$ cat src/efpd_pkg.sv
// ----------------------------------------------------------------------------
// efpd_pkg
// Shared widths, register codes, reset values and the result type of the
// escape framed packet deframer.
// ----------------------------------------------------------------------------
package efpd_pkg;

    localparam int BYTE_W = 8;
    localparam int LEN_W  = 7;

    // configuration register indexes
    localparam int CFG_IDX_W = 2;
    localparam logic [CFG_IDX_W-1:0] REG_ESCAPE_CODE = 2'd0;
    localparam logic [CFG_IDX_W-1:0] REG_START_CODE  = 2'd1;
    localparam logic [CFG_IDX_W-1:0] REG_END_CODE    = 2'd2;

    localparam logic [BYTE_W-1:0] ESCAPE_CODE_RST = 8'd27;
    localparam logic [BYTE_W-1:0] START_CODE_RST  = 8'd2;
    localparam logic [BYTE_W-1:0] END_CODE_RST    = 8'd3;

    localparam logic KIND_PACKET = 1'b0;
    localparam logic KIND_IRQ    = 1'b1;

    typedef struct packed {
        logic              kind;
        logic [BYTE_W-1:0] data_byte;
        logic [LEN_W-1:0]  packet_length;
        logic              last;
        logic              byte_valid;
    } result_t;

endpackage

$ cat src/efpd_ifs.sv
// ----------------------------------------------------------------------------
// efpd stream interfaces
// Valid/ready channels for received bytes and for deframed results.
// ----------------------------------------------------------------------------
interface efpd_rx_if;
    logic                       valid;
    logic                       ready;
    logic [efpd_pkg::BYTE_W-1:0] rx_byte;

    modport source (output valid, output rx_byte, input ready);
    modport sink   (input valid, input rx_byte, output ready);
endinterface

interface efpd_res_if;
    logic                       valid;
    logic                       ready;
    logic                       kind;
    logic [efpd_pkg::BYTE_W-1:0] data_byte;
    logic [efpd_pkg::LEN_W-1:0]  packet_length;
    logic                       last;
    logic                       byte_valid;

    modport source (output valid, output kind, output data_byte, output packet_length,
                    output last, output byte_valid, input ready);
    modport sink   (input valid, input kind, input data_byte, input packet_length,
                    input last, input byte_valid, output ready);
endinterface

$ cat src/efpd_store.sv
// ----------------------------------------------------------------------------
// efpd_store
// Packet byte store: one write port, one read port, registered read data.
// ----------------------------------------------------------------------------
module efpd_store #(
    parameter int DEPTH = 64,
    parameter int AW    = 6
) (
    input  logic                        clk,
    input  logic                        we,
    input  logic [AW-1:0]               waddr,
    input  logic [efpd_pkg::BYTE_W-1:0] wdata,
    input  logic                        re,
    input  logic [AW-1:0]               raddr,
    output logic [efpd_pkg::BYTE_W-1:0] rdata
);

    logic [efpd_pkg::BYTE_W-1:0] mem [DEPTH];
    logic [efpd_pkg::BYTE_W-1:0] rdata_reg;

    always_ff @(posedge clk)
    begin
        if (we)
        begin
            mem[waddr] <= wdata;
        end
    end

    always_ff @(posedge clk)
    begin
        if (re)
        begin
            rdata_reg <= mem[raddr];
        end
    end

    assign rdata = rdata_reg;

endmodule

$ cat src/escape_framed_packet_deframer_core.sv
// ----------------------------------------------------------------------------
// escape_framed_packet_deframer_core
// Escape byte-stuffing deframer with a packet store and a result queue.
// ----------------------------------------------------------------------------
// One received byte is taken per cycle while the deframer is idle and its
// two-entry result queue has a free slot. Plain bytes and literal escapes of an
// open frame go into a STORE_DEPTH byte memory; bytes past the depth are
// dropped. An escape followed by a code that is not start, end or escape gives
// one interrupt item at once. Closing or reopening a frame gives the stored
// packet as a run of items with its length and a last mark (an empty packet
// gives a single item with byte_valid low). While a packet is read out the
// input is held off; each stored byte is read from the store in S_RD, then in
// S_WR the registered read data goes into the result queue once it has room.
// The store needs no clearing after reset. The user must write code registers
// through the cfg port only while idle; the block does not enforce this.
// ----------------------------------------------------------------------------
module escape_framed_packet_deframer_core #(
    parameter int STORE_DEPTH = 64
) (
    input  logic                           clk,
    input  logic                           rst_n,
    input  logic                           cfg_we,
    input  logic [efpd_pkg::CFG_IDX_W-1:0] cfg_index,
    input  logic [efpd_pkg::BYTE_W-1:0]    cfg_data,
    efpd_rx_if.sink                        rx,
    efpd_res_if.source                     res
);

    localparam int AW = (STORE_DEPTH > 1) ? $clog2(STORE_DEPTH) : 1;
    localparam int FW = $clog2(STORE_DEPTH + 1);

    typedef enum logic [2:0] {
        S_IDLE = 3'b001,
        S_RD   = 3'b010,
        S_WR   = 3'b100
    } state_t;

    // configuration
    logic [efpd_pkg::BYTE_W-1:0] escape_code_reg;
    logic [efpd_pkg::BYTE_W-1:0] start_code_reg;
    logic [efpd_pkg::BYTE_W-1:0] end_code_reg;

    // deframer state
    state_t            state_reg, state_next;
    logic              esc_pend_reg, esc_pend_next;
    logic              in_frame_reg, in_frame_next;
    logic [FW-1:0]     fill_reg, fill_next;
    logic [FW-1:0]     len_reg, len_next;
    logic [AW-1:0]     idx_reg, idx_next;

    // result queue
    efpd_pkg::result_t slot_reg [2];
    logic              wp_reg, wp_next;
    logic              rp_reg, rp_next;
    logic [1:0]        cnt_reg, cnt_next;

    logic                        room;
    logic                        accept;
    logic                        push;
    logic                        pop;
    efpd_pkg::result_t           push_data;
    logic                        mem_we;
    logic [AW-1:0]               mem_waddr;
    logic [efpd_pkg::BYTE_W-1:0] mem_wdata;
    logic                        mem_re;
    logic [efpd_pkg::BYTE_W-1:0] mem_rdata;
    logic [efpd_pkg::BYTE_W-1:0] b;
    logic                        store_req;
    logic [efpd_pkg::BYTE_W-1:0] store_val;
    logic                        deliver;
    logic                        run_last;

    always_ff @(posedge clk or negedge rst_n)
    begin
        if (!rst_n)
        begin
            escape_code_reg <= efpd_pkg::ESCAPE_CODE_RST;
            start_code_reg  <= efpd_pkg::START_CODE_RST;
            end_code_reg    <= efpd_pkg::END_CODE_RST;
        end
        else if (cfg_we)
        begin
            case (cfg_index)
                efpd_pkg::REG_ESCAPE_CODE: escape_code_reg <= cfg_data;
                efpd_pkg::REG_START_CODE:  start_code_reg  <= cfg_data;
                efpd_pkg::REG_END_CODE:    end_code_reg    <= cfg_data;
                default: ;
            endcase
        end
    end

    assign room      = (cnt_reg != 2'd2);
    assign rx.ready  = (state_reg == S_IDLE) && room;
    assign accept    = rx.valid && rx.ready;
    assign pop       = res.valid && res.ready;
    assign b         = rx.rx_byte;
    assign run_last  = ((FW'(idx_reg) + FW'(1)) == len_reg);

    always_comb
    begin
        state_next    = state_reg;
        esc_pend_next = esc_pend_reg;
        in_frame_next = in_frame_reg;
        fill_next     = fill_reg;
        len_next      = len_reg;
        idx_next      = idx_reg;
        push          = 1'b0;
        push_data     = '0;
        store_req     = 1'b0;
        store_val     = b;
        deliver       = 1'b0;
        mem_re        = 1'b0;

        case (state_reg)
            S_IDLE:
            begin
                if (accept)
                begin
                    if (esc_pend_reg)
                    begin
                        esc_pend_next = 1'b0;
                        if (b == start_code_reg)
                        begin
                            deliver       = in_frame_reg;
                            fill_next     = '0;
                            in_frame_next = 1'b1;
                        end
                        else if (b == end_code_reg)
                        begin
                            deliver       = in_frame_reg;
                            fill_next     = '0;
                            in_frame_next = 1'b0;
                        end
                        else if (b == escape_code_reg)
                        begin
                            store_req = 1'b1;
                            store_val = escape_code_reg;
                        end
                        else
                        begin
                            push                    = 1'b1;
                            push_data.kind          = efpd_pkg::KIND_IRQ;
                            push_data.data_byte     = b;
                            push_data.packet_length = '0;
                            push_data.last          = 1'b1;
                            push_data.byte_valid    = 1'b1;
                        end
                    end
                    else if (b == escape_code_reg)
                    begin
                        esc_pend_next = 1'b1;
                    end
                    else
                    begin
                        store_req = 1'b1;
                    end

                    if (store_req && in_frame_reg && (fill_reg < FW'(STORE_DEPTH)))
                    begin
                        fill_next = fill_reg + FW'(1);
                    end

                    if (deliver)
                    begin
                        if (fill_reg == '0)
                        begin
                            // empty packet: one marker item
                            push                    = 1'b1;
                            push_data.kind          = efpd_pkg::KIND_PACKET;
                            push_data.data_byte     = '0;
                            push_data.packet_length = '0;
                            push_data.last          = 1'b1;
                            push_data.byte_valid    = 1'b0;
                        end
                        else
                        begin
                            len_next   = fill_reg;
                            idx_next   = '0;
                            state_next = S_RD;
                        end
                    end
                end
            end

            S_RD:
            begin
                mem_re     = 1'b1;
                state_next = S_WR;
            end

            S_WR:
            begin
                if (room)
                begin
                    push                    = 1'b1;
                    push_data.kind          = efpd_pkg::KIND_PACKET;
                    push_data.data_byte     = mem_rdata;
                    push_data.packet_length = efpd_pkg::LEN_W'(len_reg);
                    push_data.last          = run_last;
                    push_data.byte_valid    = 1'b1;
                    if (run_last)
                    begin
                        state_next = S_IDLE;
                    end
                    else
                    begin
                        idx_next   = idx_reg + AW'(1);
                        state_next = S_RD;
                    end
                end
            end

            default:
            begin
                state_next = S_IDLE;
            end
        endcase
    end

    // writes happen only while idle and reads only during readout, so the
    // two ports never touch the store in the same cycle
    assign mem_we    = (state_reg == S_IDLE) && accept && store_req && in_frame_reg
                       && (fill_reg < FW'(STORE_DEPTH));
    assign mem_waddr = fill_reg[AW-1:0];
    assign mem_wdata = store_val;

    efpd_store #(
        .DEPTH (STORE_DEPTH),
        .AW    (AW)
    ) u_store (
        .clk   (clk),
        .we    (mem_we),
        .waddr (mem_waddr),
        .wdata (mem_wdata),
        .re    (mem_re),
        .raddr (idx_reg),
        .rdata (mem_rdata)
    );

    // result queue pointers
    always_comb
    begin
        wp_next  = push ? ~wp_reg : wp_reg;
        rp_next  = pop ? ~rp_reg : rp_reg;
        cnt_next = cnt_reg + {1'b0, push} - {1'b0, pop};
    end

    always_ff @(posedge clk or negedge rst_n)
    begin
        if (!rst_n)
        begin
            state_reg    <= S_IDLE;
            esc_pend_reg <= 1'b0;
            in_frame_reg <= 1'b0;
            fill_reg     <= '0;
            len_reg      <= '0;
            idx_reg      <= '0;
            wp_reg       <= 1'b0;
            rp_reg       <= 1'b0;
            cnt_reg      <= 2'd0;
        end
        else
        begin
            state_reg    <= state_next;
            esc_pend_reg <= esc_pend_next;
            in_frame_reg <= in_frame_next;
            fill_reg     <= fill_next;
            len_reg      <= len_next;
            idx_reg      <= idx_next;
            wp_reg       <= wp_next;
            rp_reg       <= rp_next;
            cnt_reg      <= cnt_next;
        end
    end

    always_ff @(posedge clk)
    begin
        if (push)
        begin
            slot_reg[wp_reg] <= push_data;
        end
    end

    assign res.valid         = (cnt_reg != 2'd0);
    assign res.kind          = slot_reg[rp_reg].kind;
    assign res.data_byte     = slot_reg[rp_reg].data_byte;
    assign res.packet_length = slot_reg[rp_reg].packet_length;
    assign res.last          = slot_reg[rp_reg].last;
    assign res.byte_valid    = slot_reg[rp_reg].byte_valid;

endmodule
$ cat src/flat_wrapper.sv
// flat-port wrapper written by rule: the top's interface ports become plain ports
module escape_framed_packet_deframer_core_flat 
#(
    parameter int STORE_DEPTH = 64
)
  (clk, rst_n, cfg_we, cfg_index, cfg_data, rx_valid, rx_rx_byte, rx_ready, res_valid, res_kind, res_data_byte, res_packet_length, res_last, res_byte_valid, res_ready);
  efpd_rx_if rx_i ();
  efpd_res_if res_i ();
  input  logic clk;
  input  logic rst_n;
  input  logic cfg_we;
  input  logic [efpd_pkg::CFG_IDX_W-1:0] cfg_index;
  input  logic [efpd_pkg::BYTE_W-1:0] cfg_data;
  input wire logic [$bits(rx_i.valid)-1:0] rx_valid;
  input wire logic [$bits(rx_i.rx_byte)-1:0] rx_rx_byte;
  output wire logic [$bits(rx_i.ready)-1:0] rx_ready;
  output wire logic [$bits(res_i.valid)-1:0] res_valid;
  output wire logic [$bits(res_i.kind)-1:0] res_kind;
  output wire logic [$bits(res_i.data_byte)-1:0] res_data_byte;
  output wire logic [$bits(res_i.packet_length)-1:0] res_packet_length;
  output wire logic [$bits(res_i.last)-1:0] res_last;
  output wire logic [$bits(res_i.byte_valid)-1:0] res_byte_valid;
  input wire logic [$bits(res_i.ready)-1:0] res_ready;
  assign rx_i.valid = rx_valid;
  assign rx_i.rx_byte = rx_rx_byte;
  assign rx_ready = rx_i.ready;
  assign res_valid = res_i.valid;
  assign res_kind = res_i.kind;
  assign res_data_byte = res_i.data_byte;
  assign res_packet_length = res_i.packet_length;
  assign res_last = res_i.last;
  assign res_byte_valid = res_i.byte_valid;
  assign res_i.ready = res_ready;
  escape_framed_packet_deframer_core #(.STORE_DEPTH(STORE_DEPTH)) u_core (.clk(clk), .rst_n(rst_n), .cfg_we(cfg_we), .cfg_index(cfg_index), .cfg_data(cfg_data), .rx(rx_i), .res(res_i));
endmodule
$ cat config.mk
export PLATFORM = sky130hd
export DESIGN_NAME = escape_framed_packet_deframer_core_flat
export DESIGN_NICKNAME = d
export VERILOG_FILES = /design/src/efpd_pkg.sv /design/src/efpd_ifs.sv /design/src/efpd_store.sv /design/src/escape_framed_packet_deframer_core.sv /design/src/flat_wrapper.sv
export SDC_FILE = /design/constraint.sdc
export NUM_CORES = 1
export LEC_CHECK = 0
export BUFFER_PORTS_ARGS = -buffer_cell sky130_fd_sc_hd__clkbuf_2
export CORE_MARGIN = 2
export CORE_UTILIZATION = 45
export CTS_CLUSTER_SIZE = 10
export DETAILED_ROUTE_END_ITERATION = 8
export PLACE_DENSITY_LB_ADDON = 0.3
export SLEW_MARGIN = 20
export SYNTH_ARGS = -nofsm -noshare
export SYNTH_HDL_FRONTEND = slang
export SYNTH_SLANG_ARGS = --single-unit
$ cat constraint.sdc
create_clock -name clk -period 4.3 [get_ports clk]
set_input_delay 0 -clock clk [delete_from_list [all_inputs] [get_ports clk]]
set_output_delay 0 -clock clk [all_outputs]
set_load 0.05 [all_outputs]
==> flow_summary.yaml <==
status:
  status: "completed"
worst_setup_path:
  cp-start-kind: "flip-flop"
  critPathSlowestCell: "and2_1"
  cp-end-kind: "flip-flop"
  required_ns: 4.51
  critPathKind: "flip-flop to flip-flop"
  critPathMaxFanout: 18
  crit_arrival_ns: 3.47
  max_stage_delay_ns: 0.71
  path_buf_inv: 0
  path_cells: "or3_1 > nand3b_1 > or3b_1 > mux2_2 > o21bai_4 > and2_1"
  critical-path-top-delay-family: "simple AND/OR/NAND/NOR gates"
timing:
  finalHoldViolations: 0
  min_period_ns: 3.26
  max-slew-margin-rel_pct: 34.2
  worst_pin_slew_ns: 0.984
  worst_clock_skew_ns: 0.0231
  rsz0062_at_grt: "false"
  finalCritPeriodShare_pct: 75.8
  hold_slack_ns: 0.0592
  fin_tns_setup_ns: 0
  drv_slew: 0
  setup_viol: 0
  clock.fmax_ghz: 0.307
power_and_ir_drop:
  combPwrFrac_pct: 5.4
  p_leak_nw: 8.96
  internal_power_w: 0.00993
  switchingPower_w: 0.00272
  power_frac_clock_pct: 42.3
  seq_power_share_pct: 52.3
  peakVddDrop_uv: 285
  powerDensity_mw_per_mm2: 458
  switching_share_pct: 21.5
finish:
  largest_reg_flops: 512
  final_cell_mix: "edfxtp_1 (556), mux4_2 (160), nor2_1 (76), clkbuf_16 (75), mux2_2 (43)"
  drive_above_1_share_pct: 28.7
  design_area_mm2: 0.0276
  nFillCells: 4202
  fin_util_pct: 51.6
  layout_commonest_cell: "edfxtp_1"
  syn_to_final_growth_pct: 13.6
  final_nets: 1324
  insertedDiodeCount: 0
logic_synthesis:
  synth-xor-area-share_pct: 1.30
  synth_seq_area_share_pct: 74.1
  synthCells: 1192
  synth_area_mm2: 0.0243
  syn_nets: 1220
  syn_area_per_cell_um2: 20.4
  synth_seq_cells: 609
  synth-adder-area-share_pct: 0.257
  synth_top_area_cell: "edfxtp_1"
  synthFlopType: "edfxtp_1"
  yosysTopAreaCellShare_pct: 68.6
  synth_top_family_by_area: "multiplexers"
  synthTopCellsByArea: "edfxtp_1 (69%), mux4_2 (15%), dfrtp_1 (4.6%)"
  synth.distinct_cells: 52
  synthMuxAreaShare_pct: 16.8
  yosys.area_share.simple_pct: 4.06
  synth_compound_area_share_pct: 2.08
  synth_edf_count: 556
  postSynth.asyncResetShare_pct: 8.70
  synth_warnings: 0
global_routing:
  grt_pass1_wl_mm: 79.0
  first_global_vias: 12387
  grt_max_degree: 66
  grt_usage_pct: 19.1
  gr-total-overflow: 0
  antenna_found_initial: 0
placed_design:
  hpwl_mm: 31.4
  place_area_mm2: 0.0254
  gp_congestion: 0.825
  portBuffers: 42
clock_network:
  cts_tree: "done"
  cts.sinks: 609
  postCtsResizedCells: 0
  path_clk_slew_ns: 0.06
  root_buffer: "clkbuf_16"
  post_cts_buffers: 0
  htreeDepth: 3
  worstSkewPairLatency_ns: 0.60
  cts_inserted_buffers: 71
  cts_max_path_buffers: 3
floorplan:
  start_util_pct: 45.4
  die_height_um: 237
  rows: 85
  die_w_um: 237
  core-area_mm2: 0.0536
  io_pins: 43
  dieArea_mm2: 0.0560
routing:
  vias: 11772
  drtAntennaViolNets: 0
  finalWirelength_mm: 51.8
  drc_errors: 0
  first_iter_violations: 1362
  viasPerCell: 5.82
  routedWlPerCell_um: 25.6
  drt-pass1-iter-count: 5
run:
  drv_cap: 0
hold_path:
  hold_path.class: "input port to flip-flop"
==> through the flow <==
step           instances  total power, W  worst slack [ns]
6_report            2022          0.0126              1.04
5_1_grt             2022          0.0130             0.881
4_1_cts             2022          0.0128              1.04
3_5_place_dp        1901         0.00741              1.06
3_3_place_gp        1901         0.00739              1.11
2_1_floorplan       1192         0.00722              1.23
==> worst register-to-register path, cell delays in order (launching register included) <==
cell      delay, ns
dfrtp_1        0.48
or3_1          0.60
nand3b_1       0.26
or3b_1         0.36
mux2_2         0.30
o21bai_4       0.16
and2_1         0.71
==> path summary, 6_finish.rpt <==
| kind | cells past startpoint | from | slack [ns] | to |
|---|---|---|---|---|
| worst min register to register | 1 | u_core.wp_reg | 0.49 | u_core.wp_reg |
| worst max register to register | 6 | u_core.fill_reg[3] | 1.04 | u_core.slot_reg[1][4] |
| min in group asynchronous | 3 | rst_n | 0.07 | u_core.end_code_reg[6] |
| max in group asynchronous | 3 | rst_n | 3.69 | u_core.idx_reg[0] |
| worst min-delay path | 6 | rx_rx_byte[2] | 0.06 | u_core.esc_pend_reg |
| worst max-delay path | 6 | u_core.fill_reg[3] | 1.04 | u_core.slot_reg[1][4] |
==> kinds of logic (layout without fill, tap and decap cells) <==
| group | count (synthesis) | in the layout |
|---|---|---|
| compound gates | 68 | 68 |
| xor+xnor | 36 | 36 |
| fa+ha+maj | 5 | 5 |
| buf+inv | 71 | 205 |
| flops | 609 | 609 |
| mux | 204 | 204 |
| simple gates | 199 | 199 |
==> cell usage after synthesis (4+ instances only) <==
cell type / instances
xnor2_1: 31
nand2_1: 36
clkbuf_1: 30
nand4_1: 17
ha_1: 5
nand3_1: 11
and2_1: 14
edfxtp_1: 556
nor2_1: 76
o31ai_1: 5
and4_1: 5
nor2b_1: 7
a22oi_1: 16
nand2b_1: 5
mux2_2: 43
buf_2: 11
mux4_2: 160
nand3b_1: 7
xor2_1: 5
buf_6: 6
inv_1: 8
buf_1: 14
o21ai_0: 13
dfrtp_1: 45
a22o_1: 10
nor3_1: 4
dfstp_2: 8
a21oi_1: 6
==> final cells by class <==
| class | count | area (um2) | share of cell area (%) |
|---|---|---|---|
| clock buffers | 100 | 1980 | 7.17 |
| inverters | 8 | 30.0 | 0.109 |
| flip-flops and latches | 609 | 18000 | 65.3 |
| repair buffers | 94 | 708 | 2.56 |
| well taps | 696 | 871 | 3.15 |
| clock inverters | 3 | 26.3 | 0.0951 |
| multi-input cells | 512 | 5980 | 21.6 |
==> routing by layer <==
layer / share of wire (%) / vias to the layer above / track usage, %
met1: 42 / 6233 / 25.7
met4: 3.1 / 0 / 7.52
met3: 6.1 / 90 / 4.06
met2: 49 / 377 / 30.9
li1: - / 5072 / -
met5: 0 / - / 0
==> power groups by stage <==
| stage | Sequential [W] | Clock (W) | Combinational, W |
|---|---|---|---|
| floorplan | 0.00669 | 0 | 0.000530 |
| global placement | 0.00672 | 0 | 0.000666 |
| detailed placement | 0.00673 | 0 | 0.000678 |
| CTS | 0.00661 | 0.00545 | 0.000693 |
| global route | 0.00662 | 0.00569 | 0.000743 |
| finish | 0.00661 | 0.00535 | 0.000686 |
==> timing repair <==
action | in CTS | in global routing
endpoints found under the setup margin | 0 | 0
hold buffers | 18 | 0
endpoints found under the hold margin | 145 | 0
Power figures use the tool's default switching activity.
